===== config.mk =====
export PLATFORM = sky130hd
export DESIGN_NAME = swm_cell
export DESIGN_NICKNAME = d
export VERILOG_FILES = /design/src/sv/swm_pkg.sv /design/src/sv/swm_cell.sv
export SDC_FILE = /design/constraint.sdc
export NUM_CORES = 1
export LEC_CHECK = 0
export ABC_AREA = 1
export BUFFER_PORTS_ARGS = -buffer_cell sky130_fd_sc_hd__buf_4
export CORE_AREA = 4 4 108 110
export CTS_BUF_LIST = sky130_fd_sc_hd__clkbuf_4 sky130_fd_sc_hd__clkbuf_8 sky130_fd_sc_hd__clkbuf_16
export DETAILED_ROUTE_END_ITERATION = 16
export DIE_AREA = 0 0 112 114
export PLACE_DENSITY_LB_ADDON = 0.25
export SLEW_MARGIN = 15
export SYNTH_ARGS = -nofsm -noshare
export SYNTH_HDL_FRONTEND = slang
export SYNTH_SLANG_ARGS = --single-unit

===== constraint.sdc =====
create_clock -name i_clk -period 5.2 [get_ports i_clk]
set_input_delay 1.04 -clock i_clk [delete_from_list [all_inputs] [get_ports i_clk]]
set_output_delay 1.04 -clock i_clk [all_outputs]
set_load 0.02 [all_outputs]

===== src/sv/swm_pkg.sv =====
// Shared types and constants for the sliding window maximum core.
// Used by every module of the block; depends on nothing.
package swm_pkg;

    localparam int SAMPLE_W = 32;   // sample and result width
    localparam int IDX_W    = 32;   // sample counter and entry index width
    localparam int WS_W     = 7;    // window_size register width
    localparam int CFG_W    = 32;   // APB data width
    localparam int ADDR_W   = 3;    // APB address width

    // Register index taken from paddr[ADDR_W-1:2]
    localparam logic [ADDR_W-3:0] REG_WINDOW_SIZE   = 1'b0;
    localparam logic [WS_W-1:0]   WINDOW_SIZE_RESET = 7'd1;

    typedef struct packed {
        logic signed [SAMPLE_W-1:0] sample;
        logic                       last_sample;
    } t_in_beat;

    typedef struct packed {
        logic signed [SAMPLE_W-1:0] window_max;
        logic                       last_result;
    } t_out_beat;

    // One deque entry held by a cell
    typedef struct packed {
        logic                       valid;
        logic signed [SAMPLE_W-1:0] value;
        logic [IDX_W-1:0]           index;
    } t_entry;

    // Broadcast control from the top level to every cell
    typedef struct packed {
        logic   step;    // a sample is pushed this cycle
        logic   clear;   // empty the chain after this cycle
        logic   shift;   // front entry leaves, everything moves one cell forward
        t_entry fresh;   // the entry made from the new sample
    } t_cell_ctl;

endpackage


===== src/sv/swm_cell.sv =====
// One cell of the deque chain: holds a single (index, value) entry.
// Depends on swm_pkg; talks only to its two neighbors.
module swm_cell (
    input  logic              i_clk,
    input  logic              i_rst_n,
    input  swm_pkg::t_cell_ctl i_ctl,
    input  logic              i_head,        // this cell is the deque front
    input  logic              i_left_keep,   // front neighbor survives (1 at the front)
    input  logic              i_right_keep,  // rear neighbor survives
    input  swm_pkg::t_entry   i_right,       // rear neighbor's entry
    output swm_pkg::t_entry   o_entry,
    output logic              o_keep
);
    import swm_pkg::*;

    t_entry r_entry;
    t_entry n_entry;

    // Survive the rear drop only while strictly above the new sample
    assign o_keep  = r_entry.valid && (r_entry.value > i_ctl.fresh.value);
    assign o_entry = r_entry;

    always_comb begin
        n_entry       = r_entry;
        n_entry.valid = 1'b0;
        if (i_ctl.shift) begin
            if (i_right_keep) begin
                n_entry = i_right;
            end else if (o_keep || i_head) begin
                n_entry = i_ctl.fresh;
            end
        end else begin
            if (o_keep) begin
                n_entry = r_entry;
            end else if (i_left_keep) begin
                n_entry = i_ctl.fresh;
            end
        end
    end

    always_ff @(posedge i_clk) begin
        if (!i_rst_n) begin
            r_entry.valid <= 1'b0;
        end else if (i_ctl.clear) begin
            r_entry.valid <= 1'b0;
        end else if (i_ctl.step) begin
            r_entry <= n_entry;
        end
    end

endmodule


==> summary.md <==
| Metric | Value |
|---|---|
| Net Count, Synth | between 700 and 800 |
| Max VDD drop | ~0.000096 V |
| Worst r2r src | o_entry[63]$_DFFE_PP_ |
| Switching Share | ~28% |
| Pre-antenna DRT Iters | 5 |
| Share of layout cells above drive strength 1 | a little under a third |
| Slowest cell on crit path | ha_1 |
| Remaining antenna violation count | 0 |
| Int Power | 0.000962 W |
| Hold Path Cell Cnt | 4 |
| GR Util All Layers | approximately 22% |
| Main area contributors after synthesis | edfxtp_1, nand2_1, ha_1 |
| Sw power | 0.000377 W |
| Core Util, Final | about three fifths |
| Worst setup SP type | primary input |
| Port-buffer cells | between 200 and 250 |
| Root buf cell | clkbuf_8 |
| Placement Cell Area | 6220 um2 |
| Seq pwr share | between 40% and 50% |
| Slew margin rel. | roughly a third |
| Hold Vio Cnt, Final | 0 |
| Sequential cell area | 1940 um2 |
| Multi-input logic area | 2360 um2 |
| Max cap viols | 0 |
| Setup TNS Final | 0 ns |
| CP Data Arrival Time | 2.57 ns |
| Netlist cell types | 24 |
| # diodes | 0 |
| Via Count | 4,748 |
| # fillers | approximately 1,000 |
| Clock power share | between 30% and 40% |
| #FFs+latches synth | 65 |
| First-pass GRT wire length | 22,500 um |
| Drt wl/cell | approximately 15 um |
| Final setup viols | 0 |
| WP data required | roughly 4.2 ns |
| Post-synthesis sequential area ratio | between 40% and 50% |
| # DRC | 0 |
| Cts bufs inserted | 9 |
| Die span in x | roughly 110 um |
| Total wire length | between 10,000 and 15,000 um |
| Post-CTS setup buffers | 0 |
| GRT overflow | 0 |
| Largest net degree at the start of global routing | slightly below 70 |
| Max FFs per register | 65 |
| Cell family with most CP delay | simple AND/OR/NAND/NOR gates |
| Leakage | about 3.3 nW |
| CP endpoint kind | output pin |
| Fmax | ~0.28 GHz |
| Synth Cell Area | around 4700 um2 |
| Detailed Place HPWL | approximately 10000 um |
| Clk slew on worst S/H paths | about 0.06 ns |
| Clock Skew | slightly above 0.009 ns |
| HP Class | register to register |
| Row Count | 38 |
| H-tree Lvls | 3 |
| Top cell type's share of synthesized area | a little over 40% |
| DIE AREA | approximately 13,000 um2 |
| WHS Endpoint | o_entry[64]$_SDFFE_PP0P_ |
| Number of gates resized after cts | 0 |
| R2R Setup Slk | around 2.3 ns |
| R2r endpoint | o_entry[52]$_DFFE_PP_ |
| Final Wtd Congestion | a little under 0.8 |
| Slowest stage delay, CP | around 0.36 ns |
| Synth area leader | edfxtp_1 |
| RSZ-0062 raised after global routing | false |
| Final net count | approximately 1,000 |
| Worst-Margin Slew | a little under 1 ns |
| Most common cell after layout, fill and taps aside | nand2_1 |
| Worst Hold Launch | o_entry[64]$_SDFFE_PP0P_ |
| Status | complete, no violations |
| Pwr/cell area | between 200 and 250 nW/um2 |
| Async set-reset flop share out of synthesis | 0% |
| EDFF count, synth | between 60 and 70 |
| Initial Utilization | about 44% |
| Area grow syn2layout | 37.3% |
| Ys flop type | edfxtp_1 |
| Part of the cycle the worst path needs | between 60% and 70% |
| Cells after Synth | slightly above 600 |
| Synth Warn # | 0 |
| Final Instance Area | 6400 um2 |
| CP max FO | 4 |
| Iter 0 DRT Violations | 265 |
| WS Path Type | primary input to output pin |
| Hold_buf cts | 0 |
| Die Y | between 100 and 150 um |
| CTS tree | done |
| Depth of the most critical reg-to-reg path | 14 |
| Via/cell ratio | ~5 |
| CP Buf/Inv Count | 4 |
| Commonest cells after routing, fill and taps aside | nand2_1, buf_4, edfxtp_1 |
| Critical-path cell list | buf_4 -> inv_1 -> ha_1 -> nand2_1 -> nor2_2 -> nand2_2 -> nor4_4 -> nand2_1 -> nand3_1 -> nand3_2 -> inv_1 -> buf_4 |
| Combinational Power Share | a little under a quarter |
| Vias in the first global route | approximately 4,700 |
| Syn Area/Cell | 7.48 um2 |
| Initial antenna violation count | 0 |
| Core box area | about 11,000 um2 |
| Ports | 204 |
| Min Tclk post-route | 3.61 ns |
| Clk buf depth | 2 |
| Final Max Tran Viols | 0 |
| Worst-skew pair later-pin latency | around 0.35 ns |
| Sink Count | 65 |
power groups by stage:
stage                     clock, W  combinational, W  sequential (W)
final                     0.000413          0.000320        0.000606
after floorplan                  0          0.000160        0.000636
after CTS                 0.000423          0.000323        0.000606
after global routing      0.000451          0.000362        0.000608
after detailed placement         0          0.000322        0.000618
after global placement           0          0.000313        0.000617
kinds of logic (layout without fill, tap and decap cells):
logic type / Yosys count / count (layout) / share of synthesized area [%]
and+or+nand+nor: 387 / 387 / 35.7
AOI/OAI and AO/OA: 55 / 55 / 6.12
adders and majority gates: 32 / 32 / 8.59
DFF: 65 / 65 / 41.7
buffers and inverters: 84 / 272 / 7.97
per-stage QoR:
stage	worst slack [ns]	hold WS (ns)	cells	total power, W
6_report	1.59	0.568	951	0.00134
5_1_grt	1.39	0.610	951	0.00142
4_1_cts	1.56	0.573	951	0.00135
3_5_place_dp	1.50	0.553	936	0.000939
3_3_place_gp	1.53	0.564	936	0.000930
2_1_floorplan	0.742	0.610	623	0.000796
layout make-up:
class / count / area share, %
clock buffer: 10 / 2.05
clock inverter: 5 / 0.743
inverter: 49 / 2.88
multi-input combinational: 474 / 36.8
sequential: 65 / 30.4
tap: 140 / 2.74
timing repair buffer: 208 / 24.4
worst max-delay path by stage:
| stage | start | slack, ns | end | cells after the start |
|---|---|---|---|---|
| 4_1_cts | i_ctl[63] | 1.56 | o_keep | 12 |
| 6_report | i_ctl[63] | 1.59 | o_keep | 12 |
| 3_5_place_dp | i_ctl[63] | 1.50 | o_entry[47]$_DFFE_PP_ | 16 |
| 2_1_floorplan | i_ctl[63] | 0.74 | o_entry[0]$_DFFE_PP_ | 14 |
| 5_1_grt | i_ctl[63] | 1.39 | o_keep | 13 |
| 3_3_place_gp | i_ctl[63] | 1.53 | o_entry[56]$_DFFE_PP_ | 16 |
synth_stat cells, drive strengths merged (3+ instances only):
cell type,number
a21oi,16
buf,18
clkbuf,17
edfxtp,64
ha,32
inv,49
nand2,300
nand3,67
nand4,3
nor2,14
o21ai,35
metal layers:
layer  up-vias  part of all wire [%]  GRT usage [%]
met1      2140                    38           24.8
met4         0                  0.99           5.93
met2       207                    50           38.2
met3        15                    11           9.12
li1       2386                     -              -
met5         -                     0              0
tightest hold or removal path: cells and delay by family, from the launching register on:
family	cells	cell delay, ns
compound gates	1	0.03
simple gates	2	0.11
buf+inv	1	0.08
flops	1	0.31
Power figures use the tool's default switching activity.
