===== src/sv/swm_pkg.sv =====
// Shared types and constants for the sliding window maximum core.
// Used by every module of the block; depends on nothing.
package swm_pkg;

    localparam int SAMPLE_W = 32;   // sample and result width
    localparam int IDX_W    = 32;   // sample counter and entry index width
    localparam int WS_W     = 7;    // window_size register width
    localparam int CFG_W    = 32;   // APB data width
    localparam int ADDR_W   = 3;    // APB address width

    // Register index taken from paddr[ADDR_W-1:2]
    localparam logic [ADDR_W-3:0] REG_WINDOW_SIZE   = 1'b0;
    localparam logic [WS_W-1:0]   WINDOW_SIZE_RESET = 7'd1;

    typedef struct packed {
        logic signed [SAMPLE_W-1:0] sample;
        logic                       last_sample;
    } t_in_beat;

    typedef struct packed {
        logic signed [SAMPLE_W-1:0] window_max;
        logic                       last_result;
    } t_out_beat;

    // One deque entry held by a cell
    typedef struct packed {
        logic                       valid;
        logic signed [SAMPLE_W-1:0] value;
        logic [IDX_W-1:0]           index;
    } t_entry;

    // Broadcast control from the top level to every cell
    typedef struct packed {
        logic   step;    // a sample is pushed this cycle
        logic   clear;   // empty the chain after this cycle
        logic   shift;   // front entry leaves, everything moves one cell forward
        t_entry fresh;   // the entry made from the new sample
    } t_cell_ctl;

endpackage


===== src/sv/swm_out_buf.sv =====
// Two-beat result buffer between the deque chain and the output channel.
// Depends on swm_pkg for the result beat type.
module swm_out_buf (
    input  logic               i_clk,
    input  logic               i_rst_n,
    input  logic               i_push,
    input  swm_pkg::t_out_beat i_beat,
    output logic               o_space,
    output logic               o_valid,
    input  logic               i_ready,
    output swm_pkg::t_out_beat o_beat
);
    import swm_pkg::*;

    t_out_beat  r_slot0;
    t_out_beat  r_slot1;
    logic [1:0] r_cnt;
    logic [1:0] n_cnt;
    logic       w_pop;

    assign o_valid = (r_cnt != 2'd0);
    assign o_beat  = r_slot0;
    assign o_space = (r_cnt != 2'd2);
    assign w_pop   = o_valid && i_ready;

    always_comb begin
        n_cnt = r_cnt + {1'b0, i_push} - {1'b0, w_pop};
    end

    always_ff @(posedge i_clk) begin
        if (!i_rst_n) begin
            r_cnt <= 2'd0;
        end else begin
            r_cnt <= n_cnt;
        end
    end

    always_ff @(posedge i_clk) begin
        if (w_pop && r_cnt == 2'd2) begin
            r_slot0 <= r_slot1;
            if (i_push) begin
                r_slot1 <= i_beat;
            end
        end else if (w_pop) begin
            if (i_push) begin
                r_slot0 <= i_beat;
            end
        end else if (i_push) begin
            if (r_cnt == 2'd0) begin
                r_slot0 <= i_beat;
            end else begin
                r_slot1 <= i_beat;
            end
        end
    end

endmodule


===== config.mk =====
export PLATFORM = sky130hd
export DESIGN_NAME = swm_out_buf
export DESIGN_NICKNAME = d
export VERILOG_FILES = /design/src/sv/swm_pkg.sv /design/src/sv/swm_out_buf.sv
export SDC_FILE = /design/constraint.sdc
export NUM_CORES = 1
export LEC_CHECK = 0
export BUFFER_PORTS_ARGS = -buffer_cell sky130_fd_sc_hd__buf_2
export CAP_MARGIN = 20
export CORE_MARGIN = 5
export CORE_UTILIZATION = 46
export DETAILED_ROUTE_END_ITERATION = 10
export GPL_TIMING_DRIVEN = 0
export PLACE_DENSITY = 0.74
export SYNTH_ARGS = -nofsm -noshare
export SYNTH_HDL_FRONTEND = slang
export SYNTH_SLANG_ARGS = --single-unit

===== constraint.sdc =====
create_clock -name i_clk -period 1.75 [get_ports i_clk]
set_input_delay 0.2625 -clock i_clk [delete_from_list [all_inputs] [get_ports i_clk]]
set_output_delay 0.2625 -clock i_clk [all_outputs]
set_load 0.01 [all_outputs]

==> results.sh, run 1 <==
export IMPL_critPathRequiredTime_ns=2.01
export IMPL_dieArea_sq_um=7422
export IMPL_grt_max_degree=34
export IMPL_cp_max_fo=5
export IMPL_relSlewSlack_pct=69.96
export IMPL_worstMarginPinSlew_ns=0.4506
export IMPL_hp_start="i_beat[2]"
export IMPL_leakagePower_nw=1.410
export IMPL_die_h_microns=86.15
export IMPL_cap_violations=0
export IMPL_portBuffers=71
export IMPL_num_rows=27
export IMPL_cts_root_buf="clkbuf_8"
export IMPL_ioPinCount=72
export IMPL_cts_buffers=9
export IMPL_ant_nets=0
export IMPL_power_density_nw_per_um2=1409
export IMPL_place_congestion=0.6727
export IMPL_worst_hold_slack_ns=0.1250
export IMPL_cts_tree="built"
export IMPL_muxShareOfSynthArea_pct=18.01
export IMPL_synth_xor_area_share_pct=0.8443
export IMPL_yosys_area_share_simple_pct=2.205
export IMPL_reg2reg_depth=7
export IMPL_grt_pass1_wl_microns=6996
export IMPL_ys_seq_area_share_pct=75.80
export IMPL_drt_drc_violations_left=0
export IMPL_drt_iter0_drc=98
export IMPL_slew_viol_final=0
export IMPL_vias=1332
export IMPL_grt_pass1_vias=1403
export IMPL_status="completed"
export IMPL_finalHoldViolCount=0
export IMPL_dpl_cell_area_sq_um=3114
export IMPL_arrival_ns=1.92
export IMPL_holdPathStages=1
export IMPL_dp_hpwl_microns=2963
export IMPL_routed_wl_microns=4298
export IMPL_crit_type="register to register"
export IMPL_synthesis_instances=119
export IMPL_vias_per_cell=4.809
export IMPL_rsz0062_at_grt="false"
export IMPL_clk_pin_slew_worst_paths_ns=0.07
export IMPL_synth_top_family_by_area="multiplexers"
export IMPL_synthesis_nets=158
export IMPL_final_area_sq_um=3306
export IMPL_synth_cell_types=16
export IMPL_grt_util_all_layers_pct=12.74
export IMPL_wl_per_cell_microns=15.52
export IMPL_cts_path_max_buffers=2
export IMPL_hold_class="primary input to register"
export IMPL_min_to="r_slot1[2]"
export IMPL_antenna_found_initial=0
export IMPL_peakVddDrop_v=0.001063
export IMPL_drive_gt1_share_pct=60.49
export IMPL_clock_latency_ns=0.32
export IMPL_die_w_microns=86.15
export IMPL_finalCritPeriodShare_pct=95.01
export IMPL_cts_sinks=68
export IMPL_max_freq_mhz=601.4
export IMPL_synth_adder_area_share_pct=0.9381
export IMPL_initial_core_util_pct=47.86
export IMPL_firstDrtPassIters=4
export IMPL_synth_area_per_cell_sq_um=22.42
export IMPL_cts_htree_levels=3
export IMPL_cp_end_kind="register"
export IMPL_ys_warn_count=0
export IMPL_synth_area_sq_um=2668
export IMPL_layout_nets=241
export IMPL_post_cts_buffers=0
export IMPL_core_area_sq_um=5574
export IMPL_timing_critical_path_from_type="register"
export IMPL_syn2layout_area_growth_pct=23.92
export IMPL_timing_rr_start="r_cnt[1]"
export IMPL_setup_viol=0
export IMPL_timing_rr_end="r_cnt[1]"
export IMPL_diodes=0
export IMPL_fin_skew_ns=0.003762
export IMPL_overflow=0
export IMPL_rrSetupSlack_ns=0.09
export IMPL_final_min_clock_period_ns=1.663
export IMPL_synth_compound_area_share_pct=0.6567
export IMPL_ys_seq_elements=68
cells in the mapped netlist:
library cell / count / share of area (%)
a21bo_2: 1 / 0.38
and2_1: 2 / 0.47
and3_1: 1 / 0.23
buf_6: 3 / 1.3
dfxtp_1: 2 / 1.5
edfxtp_1: 66 / 74
ha_1: 2 / 0.94
inv_1: 2 / 0.28
mux2_2: 4 / 1.7
mux2_4: 29 / 16
nand2_1: 2 / 0.28
nand3b_4: 1 / 0.75
nor2b_1: 1 / 0.23
o21bai_1: 1 / 0.28
or2_2: 1 / 0.23
xnor3_1: 1 / 0.84
where the power goes:
| group | switching, W | internal [W] | total, W |
|---|---|---|---|
| registers | 0.000101 | 0.00227 | 0.00237 |
| logic | 0.000594 | 0.000550 | 0.00114 |
| clock network | 0.000511 | 0.000631 | 0.00114 |
| total | 0.00121 | 0.00345 | 0.00466 |
layer usage:
metal  share of wire (%)  vias up  track usage, %
met2                  42       59           18.92
met3                  12        6           8.549
li1                    -      632               -
met1                  45      635           14.95
met4                 1.1        0           3.885
met5                   0        -               0
cells by family (layout without fill, tap and decap cells):
kind of cell,count (synthesis),in the layout
adder cells (fa/ha/maj),2,2
buffers and inverters,5,90
multiplexers,33,33
AO/OA/AOI/OAI,2,3
flip-flops,68,68
AND/OR/NAND/NOR,8,8
XOR/XNOR,1,1
cells in the final DEF, fill, tap and decap left out, drive strengths merged:
cell type  synthesis  layout
mux2              33      33
buf                3      74
o21bai             1       1
inv                2       2
nand3b             1       1
bufinv             0       1
and2               2       2
ha                 2       2
edfxtp            66      66
a21bo              1       2
or2                1       1
nor2b              1       1
nand2              2       2
clkbuf             0      10
dfxtp              2       2
clkinv             0       3
xnor3              1       1
and3               1       1
worst max-delay path by stage:
| stage | start | endpoint | slack (ns) | cells past startpoint |
|---|---|---|---|---|
| 2_1_floorplan | r_cnt[1] | o_beat[0] | 0.09 | 3 |
| 3_3_place_gp | r_cnt[1] | o_beat[14] | -0.19 | 3 |
| 3_5_place_dp | r_cnt[1] | o_beat[17] | -0.22 | 3 |
| 4_1_cts | r_cnt[1] | o_beat[11] | 0.04 | 3 |
| 5_1_grt | r_cnt[1] | r_cnt[1] | 0.01 | 7 |
| 6_report | r_cnt[1] | r_cnt[1] | 0.09 | 7 |
stage by stage:
step | util [%] | setup TNS [ns] | cells | power, W | worst slack (ns)
2_1_floorplan | - | 0 | 119 | 0.003166 | 0.09112
3_3_place_gp | 55.87 | -6.276 | 262 | 0.003508 | -0.1928
3_5_place_dp | 55.87 | -7.046 | 262 | 0.003553 | -0.2159
4_1_cts | 59.03 | 0 | 276 | 0.004705 | 0.03597
5_1_grt | 59.30 | 0 | 277 | 0.004928 | 0.01401
6_report | 59.30 | 0 | 277 | 0.004657 | 0.08727
worst max-delay path, stage by stage (launching register included):
cell and delay (ns):
dfxtp_2 0.35, or2_2 0.32, and2_1 0.16, ha_1 0.26
inv_1 0.06, ha_1 0.14, xnor3_1 0.20, nor2b_1 0.11
repair_timing:
item | 4_1_cts | 5_1_grt
resized for setup | 1 | 2
hold buffers | 0 | 0
cloned | 0 | 1
setup endpoints to repair | 33 | 67
pin swaps | 0 | 0
state kept, by name (all words and copies together), names as in the netlist:
name / cells
o_beat: 33
r_slot1: 33
r_cnt: 2
final cells by class:
class	instances	area (sq um)
repair buffers	71	355.3
fillers	447	2268
clock inverters	4	42.54
plain buffers	3	33.78
flip-flops and latches	68	2023
clock buffers	10	127.6
multi-input cells	47	625.6
inverters	2	7.507
well taps	72	90.09
(Power assumes the default switching activity.)
==> inputs of run 2 (changes only) <==
==> constraint.sdc (replaced) <==
create_clock -name i_clk -period 1.75 [get_ports i_clk]
set_input_delay 0.0875 -clock i_clk [delete_from_list [all_inputs] [get_ports i_clk]]
set_output_delay 0.0875 -clock i_clk [all_outputs]
set_load 0.01 [all_outputs]
==> run 2 against run 1 <==
Compared with the run above: routed wire length up 10%; die area unchanged; register-to-register slack about the same; largest cell class unchanged; flip-flop and latch count unchanged; sequential share of layout area down 5.7 points; worst hold slack better by 0.058 ns; power up 1.5%; clock power about the same; worst setup slack about the same; critical path depth unchanged.
==> results.sh, run 2 (synthesized netlist as in run 1, its figures left out) <==
export IMPL_finalCritPeriodShare_pct=95.02
export IMPL_firstDrtPassIters=4
export IMPL_place_congestion=0.6727
export IMPL_met3_length_microns=407
export IMPL_final_util_pct=65.41
export IMPL_vias_per_cell=4.727
export IMPL_dieArea_sq_um=7422
export IMPL_grt_pass1_wl_microns=7700
export IMPL_cp_slowest_stage_delay_ns=0.35
export IMPL_crit_buf_inv=1
export IMPL_final_min_clock_period_ns=1.663
export IMPL_final_cells=311
export IMPL_dp_hpwl_microns=2963
export IMPL_drt_drc_violations_left=0
export IMPL_routed_wl_met2_microns=2134
export IMPL_min_to="r_cnt[0]"
export IMPL_holdPathStages=3
export IMPL_cp_max_fo=5
export IMPL_worstMarginPinSlew_ns=0.4513
export IMPL_routed_wl_microns=4726
export IMPL_clock_latency_ns=0.33
export IMPL_crit_top_cell="ha_1"
export IMPL_relSlewSlack_pct=69.92
export IMPL_cp_end_kind="register"
export IMPL_regArea_sq_um=2023
export IMPL_cts_path_max_buffers=2
export IMPL_overflow=0
export IMPL_multi_input_area_sq_um=625.6
export IMPL_leakagePower_nw=1.552
export IMPL_setup_viol=0
export IMPL_timing_critical_path_from_type="register"
export IMPL_rsz0062_at_grt="false"
export IMPL_post_cts_buffers=0
export IMPL_initial_core_util_pct=47.86
export IMPL_layout_commonest_cell="buf_2"
export IMPL_reg2reg_depth=7
export IMPL_nFillCells=409
export IMPL_diodes=0
export IMPL_core_area_sq_um=5574
export IMPL_slew_viol_final=0
export IMPL_max_freq_mhz=601.4
export IMPL_hold_class="primary input to register"
export IMPL_peakVddDrop_v=0.001067
export IMPL_cpMaxStageDelayCell="dfxtp_2"
export IMPL_cts_tree="built"
export IMPL_clk_pin_slew_worst_paths_ns=0.06
export IMPL_cts_root_buf="clkbuf_8"
export IMPL_die_h_microns=86.15
export IMPL_antenna_found_initial=0
export IMPL_finalHoldViolCount=0
export IMPL_ant_nets=0
export IMPL_crit_family="simple AND/OR/NAND/NOR gates"
export IMPL_grt_pass1_vias=1578
export IMPL_timing_rr_end="r_cnt[1]"
export IMPL_rrSetupSlack_ns=0.09
export IMPL_power_w=0.004727
export IMPL_crit_type="register to register"
export IMPL_drt_iter0_drc=98
export IMPL_placed_cells=262
export IMPL_grt_max_degree=34
export IMPL_cts_sinks=68
export IMPL_cts_buffers=9
export IMPL_drive_gt1_share_pct=51.88
export IMPL_wl_per_cell_microns=15.20
export IMPL_fin_skew_ns=0.005045
export IMPL_cap_violations=0
export IMPL_layout_nets=275
export IMPL_vias=1470
export IMPL_wl_met1_microns=2134
export IMPL_cts_htree_levels=3
export IMPL_power_density_nw_per_um2=1297
export IMPL_syn2layout_area_growth_pct=36.68
export IMPL_ioPinCount=72
export IMPL_grt_util_all_layers_pct=13.96
export IMPL_layout_common_cells="buf_2, edfxtp_1, dlygate4sd3_1"
export IMPL_hp_start="i_push"
export IMPL_routed_top_layer="met4"
export IMPL_worstPathCellList="or2_2 -> and2_1 -> ha_1 -> inv_1 -> ha_1 -> xnor3_1 -> nor2b_1"
export IMPL_timing_rr_start="r_cnt[1]"
export IMPL_critPathRequiredTime_ns=2.01
export IMPL_portBuffers=71
export IMPL_die_w_microns=86.15
export IMPL_status="completed"
export IMPL_arrival_ns=1.92
export IMPL_num_rows=27
==> run 2: cell types whose count changed in the layout (fill, tap and decap cells not counted) <==
cell | previous run | this run
dlygate4sd3_1 | 0 | 34
==> run 2: repair_timing <==
action | CTS | global route
hold buffers | 34 | 0
endpoints found under the setup margin | 33 | 67
hold endpoints to repair | 35 | 0
cloned | 0 | 1
resized for setup | 1 | 2
==> run 2: report_power, final <==
part	internal [W]	switching (W)	total, W
sequential	0.00227	0.000102	0.00237
combinational	0.000600	0.000606	0.00121
clock	0.000631	0.000518	0.00115
==> run 2: stage by stage <==
step           worst slack [ns]  TNS, ns  instance area, sq um  hold slack, ns
6_report                0.08717        0                  3646          0.1833
5_1_grt                 0.01401        0                  3646          0.1697
4_1_cts                 0.03597        0                  3631          0.1430
3_5_place_dp            -0.2159   -7.046                  3114          0.2809
3_3_place_gp            -0.1928   -6.276                  3114          0.2798
2_1_floorplan           0.09112        0                  2669          0.1864
==> run 2: area by class of cell <==
cell class              instances  share of cell area (%)
repair buffers                105                   19.08
clock inverters                 4                   1.167
flip-flops and latches         68                   55.49
clock buffers                  10                   3.500
plain buffers                   3                  0.9266
inverters                       2                  0.2059
well taps                      72                   2.471
multi-input cells              47                   17.16
==> run 2: worst max-delay path by stage <==
stage	slack, ns	cells after the start	from	endpoint
2_1_floorplan	0.09	3	r_cnt[1]	o_beat[0]
3_3_place_gp	-0.19	3	r_cnt[1]	o_beat[14]
3_5_place_dp	-0.22	3	r_cnt[1]	o_beat[17]
4_1_cts	0.04	3	r_cnt[1]	o_beat[11]
5_1_grt	0.01	7	r_cnt[1]	r_cnt[1]
6_report	0.09	7	r_cnt[1]	r_cnt[1]
==> run 2: tightest hold or removal path, delay by kind of cell <==
kind	cells	cell delay, ns
simple gates	1	0.10
buf+inv	1	0.14
fa+ha+maj	1	0.14
==> run 2: per-layer routing <==
layer,vias to the layer above,track usage (%)
met1,705,15.83
li1,700,-
met3,6,7.781
met2,59,22.70
met5,-,0
met4,0,3.885
